[config.mk]
export PLATFORM = sky130hd
export DESIGN_NAME = tt_eval
export DESIGN_NICKNAME = d
export VERILOG_FILES = /design/src/rtl/tt_pkg.sv /design/src/rtl/tt_eval.sv
export SDC_FILE = /design/constraint.sdc
export NUM_CORES = 1
export LEC_CHECK = 0
export ABC_CLOCK_PERIOD_IN_PS = 5300
export BUFFER_PORTS_ARGS = -buffer_cell sky130_fd_sc_hd__buf_2
export CELL_PAD_IN_SITES_DETAIL_PLACEMENT = 1
export CELL_PAD_IN_SITES_GLOBAL_PLACEMENT = 2
export CORE_UTILIZATION = 23
export DETAILED_ROUTE_END_ITERATION = 7
export GPL_TIMING_DRIVEN = 0
export PLACE_DENSITY_LB_ADDON = 0.1
export SLEW_MARGIN = 20
export SYNTH_ARGS = -nofsm -noshare
export SYNTH_HDL_FRONTEND = slang
export SYNTH_SLANG_ARGS = --single-unit
[constraint.sdc]
create_clock -name vclk -period 5.3
set_input_delay 0.53 -clock vclk [all_inputs]
set_output_delay 0.53 -clock vclk [all_outputs]
set_load 0.1 [all_outputs]
[src/rtl/tt_pkg.sv]
// Shared types, widths and codes for the transposition table probe/insert block.
// Depends on nothing; the top level, tt_eval and both testbench files import it.
`timescale 1ns / 1ps

package tt_pkg;

   localparam int TT_TABLE_ENTRIES = 4096;
   localparam int TT_TAG_BITS      = 32;

   localparam int SLOT_BITS       = 12;
   localparam int TAG_PORT_BITS   = 32;
   localparam int OCC_BITS        = 6;
   localparam int DEPTH_BITS      = 6;
   localparam int SCORE_BITS      = 8;
   localparam int CODE_BITS       = 6;
   localparam int KIND_BITS       = 2;
   localparam int SCORE_BASE_BITS = 7;
   localparam int CSR_INDEX_BITS  = 1;
   localparam int CSR_DATA_BITS   = 7;
   localparam int META_BITS       = CODE_BITS + KIND_BITS + DEPTH_BITS;

   localparam logic [SCORE_BASE_BITS-1:0] SCORE_BASE_RESET  = 7'd43;
   localparam logic [DEPTH_BITS-1:0]      YIELD_DEPTH_RESET = 6'd63;
   localparam logic [CODE_BITS-1:0]       CODE_MAX          = 6'd63;

   typedef enum logic [1:0] {
      OP_PROBE  = 2'd0,
      OP_INSERT = 2'd1,
      OP_READ   = 2'd2
   } op_type;

   typedef enum logic [KIND_BITS-1:0] {
      KIND_NONE  = 2'd0,
      KIND_EXACT = 2'd1,
      KIND_LOWER = 2'd2,
      KIND_UPPER = 2'd3
   } kind_type;

   typedef enum logic [CSR_INDEX_BITS-1:0] {
      CSR_SCORE_BASE  = 1'd0,
      CSR_YIELD_DEPTH = 1'd1
   } csr_index_type;

   // Non-tag part of a stored entry, most significant field first.
   typedef struct packed {
      logic [CODE_BITS-1:0]  code;
      kind_type              kind;
      logic [DEPTH_BITS-1:0] depth;
   } meta_type;

   typedef struct packed {
      logic [SCORE_BASE_BITS-1:0] score_base;
      logic [DEPTH_BITS-1:0]      yield_depth;
   } cfg_type;

   typedef struct packed {
      op_type                       op;
      logic [OCC_BITS-1:0]          occupied;
      logic [DEPTH_BITS-1:0]        depth;
      logic signed [SCORE_BITS-1:0] alpha;
      logic signed [SCORE_BITS-1:0] beta;
      logic signed [SCORE_BITS-1:0] new_score;
   } req_type;

   typedef struct packed {
      logic                         ok;
      logic                         score_valid;
      logic signed [SCORE_BITS-1:0] score;
   } result_type;

endpackage

[src/rtl/tt_eval.sv]
// Combinational evaluation of one request against the entry read for its slot:
// score decode/encode, probe acceptance, insert replacement. Depends on tt_pkg.
`timescale 1ns / 1ps

module tt_eval #(
   parameter int TAG_BITS = tt_pkg::TT_TAG_BITS
) (
   input  tt_pkg::cfg_type    cfg,
   input  tt_pkg::req_type    req,
   input  logic [TAG_BITS-1:0] req_tag,
   input  tt_pkg::meta_type   s_meta,
   input  logic [TAG_BITS-1:0] s_tag,
   output tt_pkg::result_type result,
   output logic               wr_en,
   output tt_pkg::meta_type   wr_meta
);

   import tt_pkg::*;

   // A stored code counts plies to the end; odd distances are wins.
   function automatic logic signed [SCORE_BITS-1:0] decode_score(
      input logic [CODE_BITS-1:0]       code,
      input logic [OCC_BITS-1:0]        occ,
      input logic [SCORE_BASE_BITS-1:0] max_s
   );
      logic [CODE_BITS-1:0] plies;
      logic signed [9:0]    mag;
      logic signed [9:0]    neg;
      plies = code - CODE_BITS'(1);
      mag  = $signed({3'b000, max_s}) - $signed({4'b0000, occ}) - $signed({4'b0000, plies});
      neg  = -mag;
      if (code == '0) begin
         return '0;
      end
      return plies[0] ? mag[SCORE_BITS-1:0] : neg[SCORE_BITS-1:0];
   endfunction

   function automatic logic [CODE_BITS-1:0] encode_score(
      input logic signed [SCORE_BITS-1:0] score,
      input logic [OCC_BITS-1:0]          occ,
      input logic [SCORE_BASE_BITS-1:0]   max_s
   );
      logic [SCORE_BITS-1:0] neg;
      logic [SCORE_BITS-1:0] mag;
      logic signed [9:0]     code;
      neg  = -score;
      mag  = score[SCORE_BITS-1] ? neg : score;
      code = $signed({3'b000, max_s}) - $signed({2'b00, mag})
             - $signed({4'b0000, occ}) + 10'sd1;
      if (score == '0) begin
         return '0;
      end
      if (code < 10'sd1) begin
         return CODE_BITS'(1);
      end
      if (code > $signed({4'b0000, CODE_MAX})) begin
         return CODE_MAX;
      end
      return code[CODE_BITS-1:0];
   endfunction

   logic signed [SCORE_BITS-1:0] dec;
   logic                         hit;
   logic                         usable;

   always_comb begin
      dec     = decode_score(s_meta.code, req.occupied, cfg.score_base);
      hit     = (s_meta.depth != '0) && (s_tag == req_tag);
      usable  = !((s_meta.depth < req.depth) && (dec == '0));
      result  = '0;
      wr_en   = 1'b0;
      wr_meta.code  = encode_score(req.new_score, req.occupied, cfg.score_base);
      wr_meta.depth = req.depth;
      if ($signed(req.new_score) <= $signed(req.alpha)) begin
         wr_meta.kind = KIND_UPPER;
      end else if ($signed(req.new_score) >= $signed(req.beta)) begin
         wr_meta.kind = KIND_LOWER;
      end else begin
         wr_meta.kind = KIND_EXACT;
      end

      unique case (req.op)
         OP_PROBE: begin
            if (hit) begin
               result.score_valid = 1'b1;
               result.score       = dec;
               if (usable) begin
                  case (s_meta.kind)
                     KIND_EXACT: result.ok = 1'b1;
                     KIND_LOWER: result.ok = $signed(dec) >= $signed(req.beta);
                     KIND_UPPER: result.ok = $signed(dec) <= $signed(req.alpha);
                     default:    result.ok = 1'b0;
                  endcase
               end
            end
         end
         OP_INSERT: begin
            if ((s_meta.depth == cfg.yield_depth) || (req.depth >= s_meta.depth)) begin
               wr_en     = 1'b1;
               result.ok = 1'b1;
            end
         end
         OP_READ: begin
            result.ok          = 1'b1;
            result.score_valid = 1'b1;
            result.score       = dec;
         end
         default: begin
            result = '0;
         end
      endcase
   end

endmodule

==> reports/metrics.cfg <==
[status]
status=finished, final reports clean

[die]
initial_utilization_pct=23.5
die_w_um=118
core_area_um2=13200
ios=154
die_h_um=118
row_count=42
die_area_um2=14000

[placed_design]
place_congestion=0.740
dp_worst_setup_slack_ps=-956
portBuffers=153
dp.cells=743
post-dp-hpwl_mm=9.63

[cells_and_area]
fin_cells=754
seq_cell_count=0
antenna_cells=0
nets=788
nClkBuffers=0
areaGrowthSynthToFinish_pct=45.8
seq_area_um2=0
drive_gt1_share_pct=39.1
final_util_pct=34.3

[timing]
period_share_pct=95.8
clock.fmax_ghz=0.197
hold_violations=0
setup_slack_ps=225
drv_slew=0
worst_pin_slew_ps=709
setup_viol=0
whs_ps=1540
fin_crit_ps=5080
relSlewSlack_pct=52.1

[setup_path]
crit_required_ps=4770
crit_fanout=9
arrival_ps=4550
cp-end-kind=output pin
path_delay_family=compound AO/OA/AOI/OAI gates
critPathLaunchType=input port
crit_chain=buf_8, inv_4, ha_4, xnor2_2, fa_1, ha_4, a211oi_4, nor2_2, xor2_2, or3_4, nand2_2, xor2_2, nor2_2, ha_4, nand2_1, a21oi_1, a211o_1, a211oi_2, o211ai_1, a32oi_4, buf_12
path_class=input port to output pin
slowest_delay_ps=540
crit_path_frequent_cell=ha_4
cp_num_buf_inv=3
slowest_stage=fa_1

[yosys]
synth_nets=622
yosysSeqAreaShare_pct=0
synth_top_cell_area_share_pct=28.5
syn_inst=414
ys_warn_count=0
yosysTopAreaCell=ha_1
ys_top_cells_by_count=ha_1 (71), inv_1 (63), xor2_1 (37)
synthTopCellsByArea=ha_1 (29%), xor2_1 (10%), xnor2_1 (8.4%)
avgSynthCellArea_um2=7.53
netlist_area_um2=3120
synth_cell_types=54
yosysMostFrequentCell=ha_1

[route]
num_vias=3426
avgRoutedWirePerCell_um=14.0
drtPass1Iterations=4
dr_wl_met2_mm=5.37
drt_iter0_markers=33
met1_length_mm=4.68
ant_nets=0
wl_met3_um=449
drc=0
drt-total-wl_mm=10.6
via_per_inst=4.54
dr.max_layer_used=met4

[global_routing]
antenna_found_initial=0
grt_max_degree=13
grt_util_all_layers_pct=15.0
grt_pass1_vias=3664
grt_pass1_wl_mm=17.4
grt_overflow=0

[pwr]
p_total_uw=1340
peakVddDrop_uv=146
power_density_nw_per_um2=295
p_leak_uw=0.00238

[run]
cap_violations=0

[worst_hold_path]
hold_path.class=input port to output pin

[clock_tree]
holdBufCountCts=0

path summary, 6_finish.rpt:
path	slack, ps	depth (start not counted)	from	end
worst max-delay path	220	21	s_meta[8]	result[9]
worst min-delay path	1540	3	req[37]	wr_en
placed cells by master (no fill, tap or decap), types with 12 or more instances in the layout:
cell type  count
buf_4         17
inv_1         59
o21a_1        14
xnor2_1       26
buf_2        146
ha_1          64
a21oi_1       12
xor2_1        34
nor2_1        22
nand2_1       21
per-layer routing:
metal | vias up | GRT usage (%)
met5 | - | 0
met2 | 68 | 28.6
met4 | 0 | 1.03
met1 | 1592 | 18.5
li1 | 1760 | -
met3 | 6 | 1.74
per-stage QoR:
| step | instance area [um2] | TNS, ps |
|---|---|---|
| floorplan | 3140 | -327 |
| global placement | 4130 | -1780 |
| detailed placement | 4130 | -2520 |
| CTS | 4300 | -12.0 |
| global route | 4540 | -14.1 |
| finish | 4540 | 0 |
power breakdown:
part	internal [uW]	leakage [uW]	switching (uW)
registers	0	0	0
clock network	0	0	0
logic	530	0.00238	809
cell families after synthesis:
kind of cell | count (synthesis) | synth area share (%)
buffers and inverters | 72 | 9.63
AOI/OAI and AO/OA | 86 | 19.6
and+or+nand+nor | 110 | 18.3
adders and majority gates | 79 | 33.6
xor gates and xnor gates | 67 | 18.8
area by class of cell:
type,instances,area (um2)
inverters,63,239
multi-input cells,342,3090
fillers,1701,8700
well taps,176,220
repair buffers,165,925
plain buffers,8,71.3
timing repair:
item	CTS	global route
endpoints found under the setup margin	7	7
pin swaps	8	17
setup buffers	5	7
resized for setup	35	42
worst min-delay path, delay by kind of cell:
family | cells | cell delay, ps
buf+inv | 2 | 400
simple gates | 1 | 70
No activity file was read; power rests on OpenSTA's default activity.
