File: config.mk
export PLATFORM = sky130hd
export DESIGN_NAME = tt_ram
export DESIGN_NICKNAME = d
export VERILOG_FILES = /design/src/rtl/tt_ram.sv
export SDC_FILE = /design/constraint.sdc
export NUM_CORES = 1
export LEC_CHECK = 0
export ABC_AREA = 1
export ABC_CLOCK_PERIOD_IN_PS = 800
export BUFFER_PORTS_ARGS = -buffer_cell sky130_fd_sc_hd__buf_2
export CORE_UTILIZATION = 47
export CTS_BUF_LIST = sky130_fd_sc_hd__clkbuf_2
export CTS_CLUSTER_DIAMETER = 30
export DETAILED_ROUTE_END_ITERATION = 6
export GPL_TIMING_DRIVEN = 0
export PLACE_DENSITY = 0.74
export SLEW_MARGIN = 20
export SYNTH_ARGS = -nofsm -noshare
export SYNTH_HDL_FRONTEND = slang
export SYNTH_SLANG_ARGS = --single-unit
File: constraint.sdc
create_clock -name clock -period 0.8 [get_ports clock]
set_input_delay 0 -clock clock [delete_from_list [all_inputs] [get_ports clock]]
set_output_delay 0 -clock clock [all_outputs]
set_load 0.02 [all_outputs]
File: src/rtl/tt_ram.sv
// Generic single-write, single-read synchronous RAM with registered read data.
// Read-first on a same-address collision; no dependencies.
`timescale 1ns / 1ps

module tt_ram #(
   parameter int WIDTH = 8,
   parameter int DEPTH = 2
) (
   input  logic                                    clock,
   input  logic                                    we,
   input  logic [((DEPTH > 1) ? $clog2(DEPTH) : 1)-1:0] waddr,
   input  logic [WIDTH-1:0]                        wdata,
   input  logic [((DEPTH > 1) ? $clog2(DEPTH) : 1)-1:0] raddr,
   output logic [WIDTH-1:0]                        rdata
);

   logic [WIDTH-1:0] mem [DEPTH];
   logic [WIDTH-1:0] rdata_ff;

   always_ff @(posedge clock) begin
      if (we) begin
         mem[waddr] <= wdata;
      end
      rdata_ff <= mem[raddr];
   end

   assign rdata = rdata_ff;

endmodule

==> impl_results.md, run 1 <==
* Num CTS Buffers at 3
* Chip Height at between 40 and 50 um
* Max_cap viols at 0
* Largest family of logic cells by synthesized area: simple AND/OR/NAND/NOR gates
* P_sw at 0.486 mW
* Clock share of power at 20.7%
* Post-synthesis sequential element count at 24
* Static Leak at 0.456 nW
* Largest cells by area after synthesis: edfxtp_1 63%, dfxtp_1 21%, nand2_1 12%
* Fin. max-slew vios at 0
* Worst Path Required at 0.80 ns
* Dpl hpwl at roughly 660 um
* Finished Cell Area at slightly above 0.001 sq mm
* Dpl ws at -0.226 ns
* Hold WS at 0.0975 ns
* Final Hold Vio Count at 0
* Post-Layout Cell Count at 101
* CP max-delay cell: dfxtp_2
* Vias in the first global route at ~450
* Net Sw Frac at between 20% and 30%
* List of most frequent post-synthesis cells: 25 x nand2_1, 16 x edfxtp_1, 8 x dfxtp_1, 2 x inv_1
* Post-layout min period at 0.805 ns
* Mean post-synth cell area at 14.1 sq um
* Adder-Cell Fraction of Synth Area at 0%
* Worst-Margin Slew at between 0.6 and 0.7 ns
* Synth Area in XOR/XNOR at 0%
* Sequential Power Share at roughly 68%
* Power Dens Cells at 2070 mW/mm^2
* Met2 Usage GRT at 24.3%
* Sequential standard cell area at around 650 sq um
* M3 GR Usage at 2.59%
* Bufs and invs on worst path at 1
* Crit end category: output pin
* Filler cell count at 122
* Yosys top cell by area: edfxtp_1
* Critical path class: register to output pin
* 1st-iter DRT viols at 1
* Number of setup buffers added after CTS at 0
* Simple-gate portion of the synthesized area at 12.8%
* Combinational power share at 11.8%
* DR vias/cell at 4.52
* Placed Cells at just under 90
* Worst path cell trace: buf_6
* Worst Path Max Fanout at 1
* Internal at 1.67 mW
* Initial antenna violation count at 0
* Routed Antenna Nets at 0
* Initial Util at 50.5%
* Synth Area in Compound Gates at 0%
* Final TNS setup at -0.0115 ns
* Yosys top cell area share at between 60% and 70%
* Distinct cell type count after synthesis at 7
* Mapped Area at 761 sq um
* Crit path DAT at 0.80 ns
* Residual DRC at 0
* M1 GR Usage at between 10% and 20%
* Period utilization at 101%
* Wire per inst at 11.0 um
* Die width at 42.2 um
* Die footprint at ~0.0018 sq mm
* Max incr delay on CP at 0.36 ns
* Routed wire length at 1120 um
* Gpl congestion at 0.653
* Core ar. at 0.00151 sq mm
* Overall power at 2.16 mW
* Post-DP Area at 871 sq um
* Final Setup Violations at 5
* PnR worst setup slack at -0.00470 ns
* Worst skew pair latency at 0.32 ns
* Seq/Total Area, Yosys at 84.2%
* Fmax at between 1000 and 1500 MHz
* Post-synth EDFFs at 16
* Gr ovfl total at 0
* Setup crit start kind: register
* CTS tree: done
* Clock slew at reported path FFs at 0.21 ns
* Setup Skew at roughly 0.0022 ns
* Failing checks: negative setup slack
* GRT Total Usage at roughly 14%
* Syn_nets at between 60 and 70
* Ratio of cells with drive above 1 in the final layout at approximately 36%
* First-pass GRT wire length at 1840 um
* Clock Path Buffers at 2
* Post-layout util at 69.0%
* Rel. slew slack at between 50% and 60%
* Nets at 98
* Via count at 457
* 1st-pass router iterations at 3
* Worst min path class: input pin to register
* Area Overhead vs Synth at 36.7%
* Port Buf Inserts at 18
* Status: finished with violations
* Maximum VDD drop at 1.00 mV
* Antenna Diode Count at 0
* Main synth FF type: edfxtp_1
* Mapped Cells at 54
* Most common cell in the netlist: nand2_1
* CTS Sinks at 24
* Clk root buf: clkbuf_2
* IO Count at 20
* # rows at 14
* Yosys warnings at 0
* Gr busiest metal: met2
* Mux contribution to synthesized area at 0%
* CP top delay family: flip-flops
* Area of the multi-input gates at 97.6 sq um
* Largest net degree at the start of global routing at 14
* Ys async rst share at 0%
* RSZ-0062 raised after global routing: yes
* H-tree levels at 1
## metal layers
metal  routed length (um)  part of all wire (%)  up-vias
li1                     -                     -      237
met4                   17                   1.5        0
met1                  494                    44      201
met2                  561                    50       17
met3                   43                   3.9        2
met5                    0                     0        -
## power by group through the flow
stage	sequential [mW]	combinational (mW)	clock, mW
after floorplan	1.51	0.0573	0
final	1.46	0.255	0.445
after CTS	1.45	0.257	0.447
after detailed placement	1.47	0.182	0
after global routing	1.46	0.282	0.501
after global placement	1.46	0.177	0
## logic make-up (layout without fill, tap and decap cells)
group / after synthesis / after routing
buffers and inverters: 4 / 35
DFF: 24 / 24
and+or+nand+nor: 26 / 26
## registers in the layout, summed over array words and instances (netlist names)
name / flops
mem: 16
rdata: 8
## layout make-up
type | instances | area share, %
buffer | 1 | 1.08
clock buffer | 3 | 1.44
clock inverter | 1 | 0.361
inverter | 3 | 1.08
multi-input combinational | 26 | 9.39
sequential | 24 | 62.6
tap | 16 | 1.93
timing repair buffer | 27 | 22.1
## final timing paths
check        cells past startpoint       from   endpoint  slack, ns
max                              1   rdata[6]   rdata[6]     -0.005
min                              2      waddr  mem[0][6]        0.1
max reg2reg                      2  mem[0][0]   rdata[0]       0.19
min reg2reg                      2  mem[0][5]   rdata[5]       0.46
## cell usage in the layout (no fill, tap or decap)
cell type	n
clkinv_1	1
edfxtp_1	16
clkbuf_2	3
nor2_1	1
buf_6	9
buf_2	10
inv_2	1
inv_1	2
dfxtp_2	8
nand2_1	25
dlygate4sd3_1	9
## what timing repair did
action	CTS	global route
hold buffers	9	0
gates resized for setup	24	0
hold endpoints to repair	24	0
pin swaps	0	0
endpoints found under the setup margin	8	8
Note: power is estimated with default switching activity, not from simulation.
==> run 2, diff against run 1 <==
--- a/config.mk
+++ b/config.mk
@@ -8,12 +8,14 @@
 export ABC_AREA = 1
 export ABC_CLOCK_PERIOD_IN_PS = 800
 export BUFFER_PORTS_ARGS = -buffer_cell sky130_fd_sc_hd__buf_2
-export CORE_UTILIZATION = 47
+export CELL_PAD_IN_SITES_DETAIL_PLACEMENT = 0
+export CELL_PAD_IN_SITES_GLOBAL_PLACEMENT = 1
+export CORE_UTILIZATION = 38
 export CTS_BUF_LIST = sky130_fd_sc_hd__clkbuf_2
 export CTS_CLUSTER_DIAMETER = 30
 export DETAILED_ROUTE_END_ITERATION = 6
 export GPL_TIMING_DRIVEN = 0
-export PLACE_DENSITY = 0.74
+export PLACE_DENSITY = 0.75
 export SLEW_MARGIN = 20
 export SYNTH_ARGS = -nofsm -noshare
 export SYNTH_HDL_FRONTEND = slang
==> run 2 against run 1 <==
  * The run now ends clean
  * Power decreased by 0.71%
  * Combinational power about the same
  * Utilization decreased by 11 points
  * Sequential cell count unchanged
  * Final cell count increased by 8.9%
==> impl_results.md, run 2 (synthesis gave the netlist of run 1 again) <==
* IO Count at 20 (unchanged)
* 1st-iter DRT viols at 5 (+4)
* Static Leak at 0.456 nW (unchanged)
* Ratio of cells with drive above 1 in the final layout at 36.5% (unchanged)
* Gr ovfl total at 0 (unchanged)
* Critical path class: register to output pin
* Vias in the first global route at 415 (-7.6%)
* GRT Total Usage at 11.9% (-2.3 points)
* Period utilization at 99.7% (-0.93 points)
* Final Hold Vio Count at 0 (unchanged)
* PnR worst setup slack at 0.00273 ns (+0.00743 ns)
* Chip Height at 46.7 um (+11%)
* Worst min path class: input pin to register
* Top reg by flops: mem
* Area Overhead vs Synth at 38.2%
* Max incr delay on CP at 0.36 ns (about the same)
* Clock Path Buffers at 2 (unchanged)
* CTS Sinks at 24 (unchanged)
* Worst Path Required at 0.80 ns (about the same)
* Fmax at 1250 MHz (+0.93%)
* FF-to-FF path depth at 2 (unchanged)
* Status: finished clean
* Bufs and invs on worst path at 1 (unchanged)
* Max reg flops at 16 (unchanged)
* Dpl ws at -0.222 ns (+0.00345 ns)
* RSZ-0062 raised after global routing: yes
* Power Dens Cells at 2040 mW/mm^2 (-1.8%)
* Commonest non-fill, non-tap cells in the layout: 25 x nand2_1, 16 x edfxtp_1, 10 x buf_2
* Port Buf Inserts at 18 (unchanged)
* Nets at 98 (unchanged)
* H-tree levels at 1 (unchanged)
* Core ar. at 0.00180 sq mm (+20%)
* Worst Hold Endpoint: mem[0][6]
* Worst-Margin Slew at 0.634 ns (-0.00884 ns)
* Crit path DAT at 0.80 ns (about the same)
* Gpl congestion at 0.661 (+1.2%)
* Routed wire length at 1070 um (-4.2%)
* Post-layout min period at 0.797 ns (-0.00743 ns)
* Clock slew at reported path FFs at 0.20 ns (about the same)
* Residual DRC at 0 (unchanged)
* Largest net degree at the start of global routing at 14 (unchanged)
* Worst Path Max Fanout at 1 (unchanged)
* RR Endpoint: rdata[5]
* Crit end category: output pin
* Clk root buf: clkbuf_2
* Placed Cells at 97 (+10%)
* Maximum VDD drop at 1.53 mV (+53%)
* Max_cap viols at 0 (unchanged)
* Dpl hpwl at 649 um (-1.4%)
* # rows at 15 (+1)
* 1st-pass router iterations at 3 (unchanged)
* Via count at 457 (unchanged)
* Filler cell count at 155 (+27%)
* Post-Layout Cell Count at 110 (+8.9%)
* Rel. slew slack at 57.5% (+0.59 points)
* Worst skew pair latency at 0.32 ns (about the same)
* Fin. max-slew vios at 0 (unchanged)
* Setup crit start kind: register
* Initial Util at 42.2% (-8.3 points)
* Num CTS Buffers at 3 (unchanged)
* Setup Skew at 0.00525 ns (+0.00308 ns)
* Die width at 46.7 um (+11%)
* Initial antenna violation count at 0 (unchanged)
* Antenna Diode Count at 0 (unchanged)
* CTS tree: done
* Final Setup Violations at 0 (-5)
* Post-layout util at 58.3% (-11 points)
* CP max-delay cell: dfxtp_2
* WHS Path Cells at 2 (unchanged)
* DR vias/cell at 4.15 (-8.2%)
* Commonest non-fill, non-tap cell in the layout: nand2_1
* Wire per inst at 9.72 um (-12%)
* HP Start: waddr
* Reg-to-reg startpoint: mem[1][5]
* R2r setup slk at 0.19 ns (about the same)
* Die footprint at 0.00218 sq mm (+23%)
* Routed Antenna Nets at 0 (unchanged)
* First-pass GRT wire length at 1650 um (-10%)
* CP top delay family: flip-flops
* Overall power at 2.14 mW (-0.71%)
* Worst path cell trace: buf_6
-- run 2: worst max-delay path by stage --
| stage | end | cells after the start | start |
|---|---|---|---|
| detailed placement | mem[0][4] | 2 | waddr |
| global placement | mem[0][1] | 2 | waddr |
| global route | rdata[5] | 1 | rdata[5] |
| floorplan | mem[0][0] | 2 | we |
| finish | rdata[5] | 1 | rdata[5] |
| CTS | rdata[0] | 1 | rdata[0] |
-- run 2: per-layer routing --
| metal | track usage (%) | share of wire [%] | vias up |
|---|---|---|---|
| li1 | - | - | 238 |
| met1 | 10.9 | 39 | 202 |
| met2 | 21.9 | 55 | 15 |
| met3 | 5.77 | 5.0 | 2 |
| met4 | 5.14 | 1.1 | 0 |
| met5 | 0 | 0 | - |
-- run 2: report_power, final --
group          leakage (nW)  total, mW  internal, mW  switching, mW
registers             0.218       1.45          1.43         0.0273
clock network        0.0140      0.431         0.109          0.322
logic                 0.223      0.256         0.134          0.122
total                 0.456       2.14          1.67          0.471
-- run 2: repair_timing --
item | 4_1_cts | 5_1_grt
pin swaps | 0 | 0
gates resized for setup | 24 | 0
hold buffers | 9 | 0
endpoints found under the setup margin | 8 | 8
hold endpoints to repair | 24 | 0
setup buffers | 0 | 0
-- run 2: area by class of cell --
class / count / area (sq um) / area share (%)
flip-flops and latches: 24 / 651 / 61.9
repair buffers: 27 / 230 / 21.9
multi-input cells: 26 / 97.6 / 9.29
well taps: 25 / 31.3 / 2.98
clock buffers: 3 / 15.0 / 1.43
plain buffers: 1 / 11.3 / 1.07
inverters: 3 / 11.3 / 1.07
clock inverters: 1 / 3.75 / 0.357
-- run 2: stage by stage --
stage	hold WS (ns)	area, sq um	TNS, ns
2_1_floorplan	0.0989	761	0
3_3_place_gp	0.187	882	-1.71
3_5_place_dp	0.191	882	-1.78
4_1_cts	0.0975	1050	-0.0611
5_1_grt	0.108	1050	-0.405
6_report	0.102	1050	0
